--- config.mk ---
export PLATFORM = sky130hd
export DESIGN_NAME = srs_ctrl
export DESIGN_NICKNAME = d
export VERILOG_FILES = /design/src/srs_pkg.sv /design/src/srs_ctrl.sv
export SDC_FILE = /design/constraint.sdc
export NUM_CORES = 1
export LEC_CHECK = 0
export ABC_AREA = 1
export ABC_CLOCK_PERIOD_IN_PS = 3500
export BUFFER_PORTS_ARGS = -buffer_cell sky130_fd_sc_hd__buf_2
export CAP_MARGIN = 5
export CELL_PAD_IN_SITES_DETAIL_PLACEMENT = 0
export CELL_PAD_IN_SITES_GLOBAL_PLACEMENT = 1
export CORE_MARGIN = 2
export CORE_UTILIZATION = 31
export DETAILED_ROUTE_END_ITERATION = 12
export PLACE_DENSITY_LB_ADDON = 0.1
export SYNTH_ARGS = -nofsm -noshare
export SYNTH_HDL_FRONTEND = slang
export SYNTH_SLANG_ARGS = --single-unit
--- constraint.sdc ---
create_clock -name i_clk -period 3.5 [get_ports i_clk]
set_input_delay 0.7 -clock i_clk [delete_from_list [all_inputs] [get_ports i_clk]]
set_output_delay 0.7 -clock i_clk [all_outputs]
set_load 0.01 [all_outputs]
--- src/srs_pkg.sv ---
`default_nettype none

package srs_pkg;

    // Store geometry
    localparam int STORE_DEPTH = 1024;
    localparam int VALUE_BITS  = 32;
    localparam int IDX_BITS    = (STORE_DEPTH > 1) ? $clog2(STORE_DEPTH) : 1;
    localparam int CNT_BITS    = $clog2(STORE_DEPTH + 1);

    // Field widths
    localparam int REQ_BITS        = 1;
    localparam int LOAD_INDEX_BITS = 10;
    localparam int ITEM_BITS       = 32;
    localparam int POS_BITS        = 11;
    localparam int COUNT_BITS      = 11;

    // Stream packing
    localparam int IN_DATA_BITS  = 48;
    localparam int OUT_DATA_BITS = 24;

    // Configuration port
    localparam int PADDR_BITS = 3;
    localparam int PDATA_BITS = 32;
    localparam logic REG_ELEMENT_COUNT = 1'b0;

    // Request kinds
    localparam logic REQ_LOAD  = 1'b0;
    localparam logic REQ_QUERY = 1'b1;

    // Memory address source for the two read ports
    typedef enum logic [1:0] {
        ADDR_ENDS     = 2'd0,
        ADDR_MID_INIT = 2'd1,
        ADDR_MID_NEXT = 2'd2,
        ADDR_VERIFY   = 2'd3
    } t_addr_sel;

    typedef struct packed {
        logic      latch;
        logic      write;
        t_addr_sel addr_sel;
        logic      init_search;
        logic      step_search;
        logic      set_miss;
        logic      set_result;
        logic      push;
    } t_dp_cmd;

    typedef struct packed {
        logic empty;
        logic in_range;
        logic search_done;
        logic out_free;
    } t_dp_stat;

endpackage

`default_nettype wire

--- src/srs_ctrl.sv ---
`default_nettype none

module srs_ctrl import srs_pkg::*; (
    input  wire logic     i_clk,
    input  wire logic     i_rst_n,
    input  wire logic     i_in_valid,
    input  wire logic     i_in_query,
    output logic          o_in_ready,
    input  wire t_dp_stat i_stat,
    output t_dp_cmd       o_cmd
);

    typedef enum logic [4:0] {
        S_IDLE   = 5'b00001,
        S_RANGE  = 5'b00010,
        S_SEARCH = 5'b00100,
        S_VERIFY = 5'b01000,
        S_DONE   = 5'b10000
    } t_state;

    t_state r_state;
    t_state n_state;

    // Write loads while idle; sequence one query: range check, both searches, verify, hand off
    always_comb begin
        n_state           = r_state;
        o_in_ready        = 1'b0;
        o_cmd.latch       = 1'b0;
        o_cmd.write       = 1'b0;
        o_cmd.addr_sel    = ADDR_ENDS;
        o_cmd.init_search = 1'b0;
        o_cmd.step_search = 1'b0;
        o_cmd.set_miss    = 1'b0;
        o_cmd.set_result  = 1'b0;
        o_cmd.push        = 1'b0;
        unique case (r_state)
            S_IDLE: begin
                o_in_ready = 1'b1;
                if (i_in_valid) begin
                    if (i_in_query == REQ_QUERY) begin
                        o_cmd.latch = 1'b1;
                        n_state     = S_RANGE;
                    end else begin
                        o_cmd.write = 1'b1;
                    end
                end
            end
            S_RANGE: begin
                if (i_stat.empty || !i_stat.in_range) begin
                    o_cmd.set_miss = 1'b1;
                    n_state        = S_DONE;
                end else begin
                    o_cmd.init_search = 1'b1;
                    o_cmd.addr_sel    = ADDR_MID_INIT;
                    n_state           = S_SEARCH;
                end
            end
            S_SEARCH: begin
                if (i_stat.search_done) begin
                    o_cmd.addr_sel = ADDR_VERIFY;
                    n_state        = S_VERIFY;
                end else begin
                    o_cmd.step_search = 1'b1;
                    o_cmd.addr_sel    = ADDR_MID_NEXT;
                end
            end
            S_VERIFY: begin
                o_cmd.set_result = 1'b1;
                n_state          = S_DONE;
            end
            S_DONE: begin
                if (i_stat.out_free) begin
                    o_cmd.push = 1'b1;
                    n_state    = S_IDLE;
                end
            end
            default: n_state = S_IDLE;
        endcase
    end

    always_ff @(posedge i_clk) begin
        if (!i_rst_n) begin
            r_state <= S_IDLE;
        end else begin
            r_state <= n_state;
        end
    end

endmodule

`default_nettype wire

* Yosys cells after proc, flatten, opt, wreduce, memory -nomap -nowiden *
Index checks and enable logic that the tools add are counted.

storage, ports and cells
  bits in latches = 0
  output and inout port bits = 10
  memories kept = 0
  flip-flop bits (word level) = 5
  ROM bits = 0
  bits in writable memories = 0

cells by class
  reduce and logical (&&, ||, !) cells = 3
  order comparisons = 0
  equal/unequal tests = 9
  multipliers = 0
  shift-type cells = 0
  mux-type cells = 22
  bitwise operators = 0
  $add $sub $neg = 0
  div/mod/pow operators = 0

operator list
  cell                                            number
  2-to-1 mux 5 bit                                5
  case mux 5 bit (5 select lines)                 1
  2-to-1 mux 1 bit                                12
  inequality test 2 bit (second input constant)   4
  2-to-1 mux 2 bit                                3
  == test 5 x 1 -> 1 bit (second input constant)  1
  == test 5 x 2 -> 1 bit (second input constant)  1
  == test 5 x 3 -> 1 bit (second input constant)  1
  == test 5 x 4 -> 1 bit (second input constant)  1
  == test 5 bit (second input constant)           1
  case mux 2 bit (2 select lines)                 1
  AND reduction 4 bit                             1
  logical NOT 1 bit                               1
  logical OR 1 bit                                1

* Depth between registers and ports, before layout *
Gate-level depths: netlist of run 1.

  depth in word-level cells = 4
  gate-level depth with buffers = 7
  depth with buffers taken out = 7

* Least setup slack after synthesis of run 1 *
OpenSTA, ideal clock, no wires.

  path type = input-to-output
  start = in i_stat[1] in the netlist's numbering
  end = out o_cmd[5] in the netlist's numbering
  buffers on the path = 0
  arrival time = 1058 ps
  stages = 2
  path slack = 1742 ps
  required time = 2800 ps
  cells stage by stage = inv_1 > o21ai_0

RTL lines
  what                RTL line        source
  start: declaration  srs_ctrl.sv:9   input wire t_dp_stat i_stat,
  end: declaration    srs_ctrl.sv:10  output t_dp_cmd o_cmd

==> metrics.md, run 1 <==
| Metric | Value |
|---|---|
| Status | `finished, final reports clean` |
| Register area share after synthesis | `24.8%` |
| Top flop regs | `r_state: 5 flops` |
| Largest net degree at the start of global routing | `7` |
| Hold Path Origin | `r_state[0]` |
| Vias in the first global route | `339` |
| Max-cap violations | `0` |
| Final hold slack | `about 0.65 ns` |
| Final worst setup slack | `1.47 ns` |
| R2R Path Start | `r_state[1]` |
| Crit start category | `register` |
| CP required | `2.80 ns` |
| Total Wirelength | `a little over 900 µm` |
| Synth Instances | `55` |
| RSZ-0062 raised after global routing | `false` |
| CP cell instances | `nor2_4 -> nand4_4 -> nand3b_4 -> o21ai_0 -> buf_2` |
| Crit-path max cell delay | `around 0.36 ns` |
| Max IR drop VDD | `0.000255 V` |
| Synth Register Bits | `5` |
| Setup_tns | `0 ns` |
| Tmin final | `approximately 2.0 ns` |
| Drt first pass iters | `4` |
| Arrival time worst endpoint | `1.33 ns` |
| Die ar. | `between 1500 and 2000 µm²` |
| Post-CTS Setup Bufs | `0` |
| TritonCTS buffer count | `3` |
| Ports | `18` |
| CTS root buf | `clkbuf_4` |
| Worst slew pin tran | `between 0.2 and 0.25 ns` |
| Remaining global-route overflow | `0` |
| Ant. Diodes | `0` |
| Hold Path Class | `reg2reg` |
| DR DRC count | `0` |
| Final setup vio count | `0` |
| CTS H-Tree Depth | `1` |
| Ys Warns | `0` |
| Pre-CTS setup slack | `~1.6 ns` |
| Final instance area | `524 µm²` |
| GRT Util Overall | `14.7%` |
| Clock Skew | `between 0.009 and 0.01 ns` |
| Worst Setup End Kind | `output pin` |
| PD cells | `about 430 nW/µm²` |
| Chip Width | `around 40 µm` |
| Skew-Pair Late Insertion Delay | `~0.25 ns` |
| GP Congestion | `~0.73` |
| Final ANT Viol Nets | `0` |
| Num Clock Sinks | `5` |
| Synth Area per Inst | `~7.3 µm²` |
| Power Total | `between 200 and 250 µW` |
| Share of cells above drive strength 1 | `between 40 and 50%` |
| Wire length of the first global-routing pass | `between 1 and 1.5 mm` |
| Vias post-DR | `around 400` |
| Clock buffer depth | `2` |
| Slowest stage cell, crit path | `dfxtp_1` |
| Initial Util | `34.8%` |
| Final worst-path cycle share | `57.9%` |
| Top reg by flops | `r_state` |
| I/O Buffers | `17` |
| Worst slew margin | `84.0%` |
| FMAX | `0.494 GHz` |
| Antenna violations before repair | `0` |
| CP max FO | `5` |
| Vias/cell | `4.56` |
| Layout overhead on the synthesized area | `30.1%` |
| HPWL Detailed | `slightly above 700 µm` |
| Fin. max-slew vios | `0` |
| Cts repair resizes | `0` |
| CTS Hold Bufs | `0` |
| Core ar. | `1160 µm²` |
| WL/cell | `10.2 µm` |
| Post-Place Cell Area | `498 µm²` |
| Endpoints failing hold | `0` |
| Leakage Power | `about 0.00033 µW` |
| Critical path class | `reg2out` |
| Mapped cell area | `403 µm²` |
| Largest register FFs | `5` |
| Syn nets | `63` |
| Number of cell rows | `12` |
| Nets@finish | `84` |
| Chip height | `~40 µm` |
| Initial drt markers | `15` |
| Clk slew on worst S/H paths | `~0.050 ns` |
| CP startpoint | `r_state[3]` |
| CTS tree | `yes` |
| Unique masters post-synth | `17` |
## stage by stage
step,std cells,utilization [%]
finish,89,45.3
global route,89,45.3
CTS,89,45.3
detailed placement,85,43.1
global placement,85,43.1
floorplan,55,-
## cell type report
cell class / instances / area [µm²]
timing repair buffer: 17 / 85.1
inverter: 15 / 56.3
sequential: 5 / 100
multi-input combinational: 34 / 239
fill: 126 / 632
clock buffer: 4 / 26.3
tap: 14 / 17.5
## power breakdown
part	total, µW	internal (µW)	leakage, µW	switching (µW)
Sequential	74.1	64.3	0.0000408	9.83
Clock	68.0	43.2	0.0000150	24.8
Combinational	85.5	32.7	0.000274	52.8
## kinds of logic (layout without fill, tap and decap cells)
| kind of cell | after synthesis | in the layout | share of synthesized area, % |
|---|---|---|---|
| AOI/OAI and AO/OA | 4 | 4 | 5.90 |
| DFF | 5 | 5 | 24.8 |
| buffers and inverters | 16 | 36 | 15.8 |
| and+or+nand+nor | 30 | 30 | 53.4 |
## cells in the final DEF (no fill, tap or decap)
cell type | netlist | layout
inv_2 | 2 | 2
clkbuf_4 | 0 | 3
dfxtp_1 | 5 | 5
clkbuf_1 | 0 | 1
o21ai_1 | 1 | 1
nor2_4 | 3 | 3
buf_2 | 0 | 17
nor3_1 | 2 | 2
nand3b_4 | 1 | 1
nand4_1 | 3 | 3
nor2_1 | 7 | 7
nand3_1 | 3 | 3
a21oi_2 | 1 | 1
inv_1 | 13 | 13
nand3_2 | 2 | 2
nand2_1 | 6 | 6
o21ai_0 | 2 | 2
nand4_4 | 2 | 2
nor2_2 | 1 | 1
## routing by layer
metal  up-vias  routed length (µm)  GRT usage, %
met4         0                   0          7.76
li1        215                   -             -
met1       168                 383          17.5
met5         -                   0             0
met3         0                 104          7.22
met2        23                 418          21.4
## cell usage after synthesis
library cell / number / area share, %
a21oi_2: 1 / 2.2
inv_1: 13 / 12
nand3_2: 2 / 5.0
dfxtp_1: 5 / 25
nor2_2: 1 / 1.6
nand4_1: 3 / 4.7
inv_2: 2 / 1.9
nand3_1: 3 / 3.7
buf_4: 1 / 1.9
o21ai_0: 2 / 2.5
o21ai_1: 1 / 1.2
nor3_1: 2 / 2.5
nor2_4: 3 / 8.4
nand3b_4: 1 / 5.0
nand4_4: 2 / 11
nand2_1: 6 / 5.6
nor2_1: 7 / 6.5
## path summary, 6_finish.rpt
| kind | endpoint | slack, ns | depth (start not counted) |
|---|---|---|---|
| setup / recovery | o_cmd[5] | 1.47 | 5 |
| hold / removal | r_state[1] | 0.65 | 4 |
| setup reg to reg | r_state[0] | 2.37 | 6 |
| hold reg to reg | r_state[1] | 0.65 | 4 |
## critical path, delay by kind of cell, from the launching register on
family	cells	cell delay, ns
buffers and inverters	1	0.15
AND/OR/NAND/NOR	3	0.50
flip-flops	1	0.36
AO/OA/AOI/OAI	1	0.07
No activity file was read; power rests on OpenSTA's default activity.
==> inputs of run 2 (changes only) <==
--- a/config.mk
+++ b/config.mk
@@ -6,13 +6,13 @@
 export NUM_CORES = 1
 export LEC_CHECK = 0
 export ABC_AREA = 1
-export ABC_CLOCK_PERIOD_IN_PS = 3500
+export ABC_CLOCK_PERIOD_IN_PS = 1650
 export BUFFER_PORTS_ARGS = -buffer_cell sky130_fd_sc_hd__buf_2
 export CAP_MARGIN = 5
 export CELL_PAD_IN_SITES_DETAIL_PLACEMENT = 0
 export CELL_PAD_IN_SITES_GLOBAL_PLACEMENT = 1
 export CORE_MARGIN = 2
-export CORE_UTILIZATION = 31
+export CORE_UTILIZATION = 26
 export DETAILED_ROUTE_END_ITERATION = 12
 export PLACE_DENSITY_LB_ADDON = 0.1
 export SYNTH_ARGS = -nofsm -noshare
==> constraint.sdc (replaced) <==
create_clock -name i_clk -period 1.65 [get_ports i_clk]
set_input_delay 0.33 -clock i_clk [delete_from_list [all_inputs] [get_ports i_clk]]
set_output_delay 0.33 -clock i_clk [all_outputs]
set_load 0.01 [all_outputs]
==> metrics.md, run 2 (synthesis results as in run 1) <==
| Metric | Value |
|---|---|
| Status | `finished, final reports clean (unchanged)` |
| HPWL Detailed | `699 µm (was 715 µm)` |
| Initial drt markers | `5 (was 15)` |
| Max IR drop VDD | `0.000222 V (was 0.000255 V)` |
| RSZ-0062 raised after global routing | `false (unchanged)` |
| Commonest non-fill, non-tap cells in the layout | `buf_2 (17), inv_1 (13), nor2_1 (7) (unchanged)` |
| Drt first pass iters | `4 (unchanged)` |
| FMAX | `about 0.64 GHz` |
| Chip height | `43.4 µm (was 40.1 µm)` |
| Num Clock Sinks | `5 (unchanged)` |
| Worst slew margin | `83.5% (was 84.0%)` |
| Ports | `18 (unchanged)` |
| GRT Util Overall | `10.0% (was 14.7%)` |
| I/O Buffers | `17 (unchanged)` |
| Layout overhead on the synthesized area | `38.5% (was 30.1%)` |
| R2R Path Start | `r_state[3] (was r_state[1])` |
| Reg2Reg Depth | `7 (was 6)` |
| Post-layout util | `37.9% (was 45.3%)` |
| Clk slew on worst S/H paths | `0.04 ns (was 0.05 ns)` |
| Antenna violations before repair | `0 (unchanged)` |
| Commonest non-fill, non-tap cell in the layout | `buf_2 (unchanged)` |
| Non-Filler Instances | `94 (was 89)` |
| Crit Reg-Reg Endpoint | `r_state[0] (unchanged)` |
| Number of cell rows | `14 (was 12)` |
| Hold Path Class | `in2reg (was reg2reg)` |
| Tmin final | `1.56 ns` |
| Final worst-path cycle share | `94.7%` |
| Arrival time worst endpoint | `1.23 ns (was 1.33 ns)` |
| Remaining global-route overflow | `0 (unchanged)` |
| Worst Setup End Kind | `output pin (unchanged)` |
| DR DRC count | `0 (unchanged)` |
| Vias/cell | `4.22 (was 4.56)` |
| Hold Path End | `r_state[0] (was r_state[1])` |
| Initial Util | `27.4% (was 34.8%)` |
| Core ar. | `1470 µm² (was 1160 µm²)` |
| R2R Setup Slk | `0.49 ns (was 2.37 ns)` |
| Clock buffer depth | `2 (unchanged)` |
| Top flop regs | `r_state: 5 flops (unchanged)` |
| PD cells | `851 nW/µm² (was 434 nW/µm²)` |
| Largest register FFs | `5 (unchanged)` |
| Endpoints failing hold | `0 (unchanged)` |
| Setup_tns | `0 ns (unchanged)` |
| CTS Hold Bufs | `0 (unchanged)` |
| Vias in the first global route | `361 (was 339)` |
| Final setup vio count | `0 (unchanged)` |
| Met1 WL | `389 µm (was 383 µm)` |
| Met3 wire len | `35 µm (was 104 µm)` |
| Clock Skew | `0.000771 ns (was 0.00905 ns)` |
| Fin. max-slew vios | `0 (unchanged)` |
| Wire length of the first global-routing pass | `1.37 mm (was 1.46 mm)` |
| Share of cells above drive strength 1 | `48.7% (was 42.7%)` |
| Critical path class | `reg2out (unchanged)` |
| Ant. Diodes | `0 (unchanged)` |
| Final ANT Viol Nets | `0 (unchanged)` |
| Nets@finish | `87 (was 84)` |
| Top reg by flops | `r_state (unchanged)` |
| CP required | `1.32 ns (was 2.80 ns)` |
| GP Congestion | `0.687 (was 0.727)` |
| CTS tree | `yes (unchanged)` |
| Crit start category | `register (unchanged)` |
| Skew-Pair Late Insertion Delay | `0.23 ns (was 0.25 ns)` |
| WL/cell | `8.52 µm (was 10.2 µm)` |
| CP max FO | `4 (was 5)` |
| Worst Hold Depth | `2 (was 4)` |
| Power Total | `475 µW (was 228 µW)` |
| DP Cell Count | `87 (was 85)` |
| Hold Path Origin | `i_rst_n (was r_state[0])` |
| TritonCTS buffer count | `3 (unchanged)` |
| Total Wirelength | `801 µm (was 907 µm)` |
| Max-cap violations | `0 (unchanged)` |
| Largest net degree at the start of global routing | `7 (unchanged)` |
| Leakage Power | `0.000345 µW (was 0.000330 µW)` |
| CTS H-Tree Depth | `1 (unchanged)` |
| Die ar. | `1880 µm² (was 1600 µm²)` |
| CTS root buf | `clkbuf_4 (unchanged)` |
| Top Layer Used | `met3 (unchanged)` |
| Delay-heaviest family, CP | `simple AND/OR/NAND/NOR gates (unchanged)` |
| Wire length on met2 | `375 µm (was 418 µm)` |
| CP cell instances | `nor2_4 -> nand4_4 -> nand3b_4 -> o21ai_2 -> buf_2 (was nor2_4 -> nand4_4 -> nand3b_4 -> o21ai_0 -> buf_2)` |
| Chip Width | `43.4 µm (was 40.1 µm)` |
| Slowest stage cell, crit path | `dfxtp_4 (was dfxtp_1)` |
| Crit-path max cell delay | `0.35 ns (was 0.36 ns)` |
| Worst slew pin tran | `0.247 ns (was 0.239 ns)` |
| Worst path bufs/invs | `1 (unchanged)` |
| Vias post-DR | `397 (was 406)` |
-- run 2: cell count changes in the layout (fill, tap and decap cells not counted), sizes merged --
cell	change
buf	+3
-- run 2: where the power goes --
group / switching (µW) / internal [µW] / total [µW]
sequential: 21.6 / 136 / 158
clock: 42.2 / 90.9 / 133
combinational: 110 / 73.6 / 184
total: 174 / 301 / 475
-- run 2: worst max path at each step --
stage / startpoint / to / slack, ns / depth (start not counted)
6_report: r_state[3] / o_cmd[5] / 0.09 / 5
5_1_grt: r_state[3] / o_cmd[7] / 0.009 / 6
4_1_cts: r_state[3] / o_cmd[5] / 0.02 / 5
3_5_place_dp: r_state[3] / o_cmd[5] / 0.27 / 5
3_3_place_gp: r_state[3] / o_cmd[5] / 0.30 / 5
2_1_floorplan: r_state[0] / o_cmd[7] / 0.36 / 6
-- run 2: stage by stage --
step / worst slack [ns] / cell area (µm²) / hold WS [ns]
after floorplan: 0.358 / 403 / 0.414
after global placement: 0.299 / 500 / 0.556
after detailed placement: 0.275 / 500 / 0.561
after CTS: 0.0224 / 527 / 0.313
after global routing: 0.00899 / 558 / 0.322
final: 0.0873 / 558 / 0.316
-- run 2: what timing repair did --
item | in CTS | in global routing
buffers inserted | 0 | 3
endpoints found under the setup margin | 0 | 3
gates resized for setup | 0 | 5
-- run 2: worst register-to-register path: cells and delay by family (launching register included) --
family,cells,cell delay [ns]
buffers and inverters,1,0.14
DFF,1,0.35
and+or+nand+nor,6,0.55
-- run 2: area by class of cell --
type	count	area, µm²
fill	177	913
multi-input combinational	34	243
timing repair buffer	20	108
sequential	5	105
inverter	15	56.3
clock buffer	4	26.3
tap	16	20.0
-- run 2: metal layers --
metal | vias up | GRT usage (%)
met5 | - | 0
met2 | 10 | 14.3
met3 | 0 | 1.25
met1 | 167 | 13.1
li1 | 220 | -
met4 | 0 | 9.09
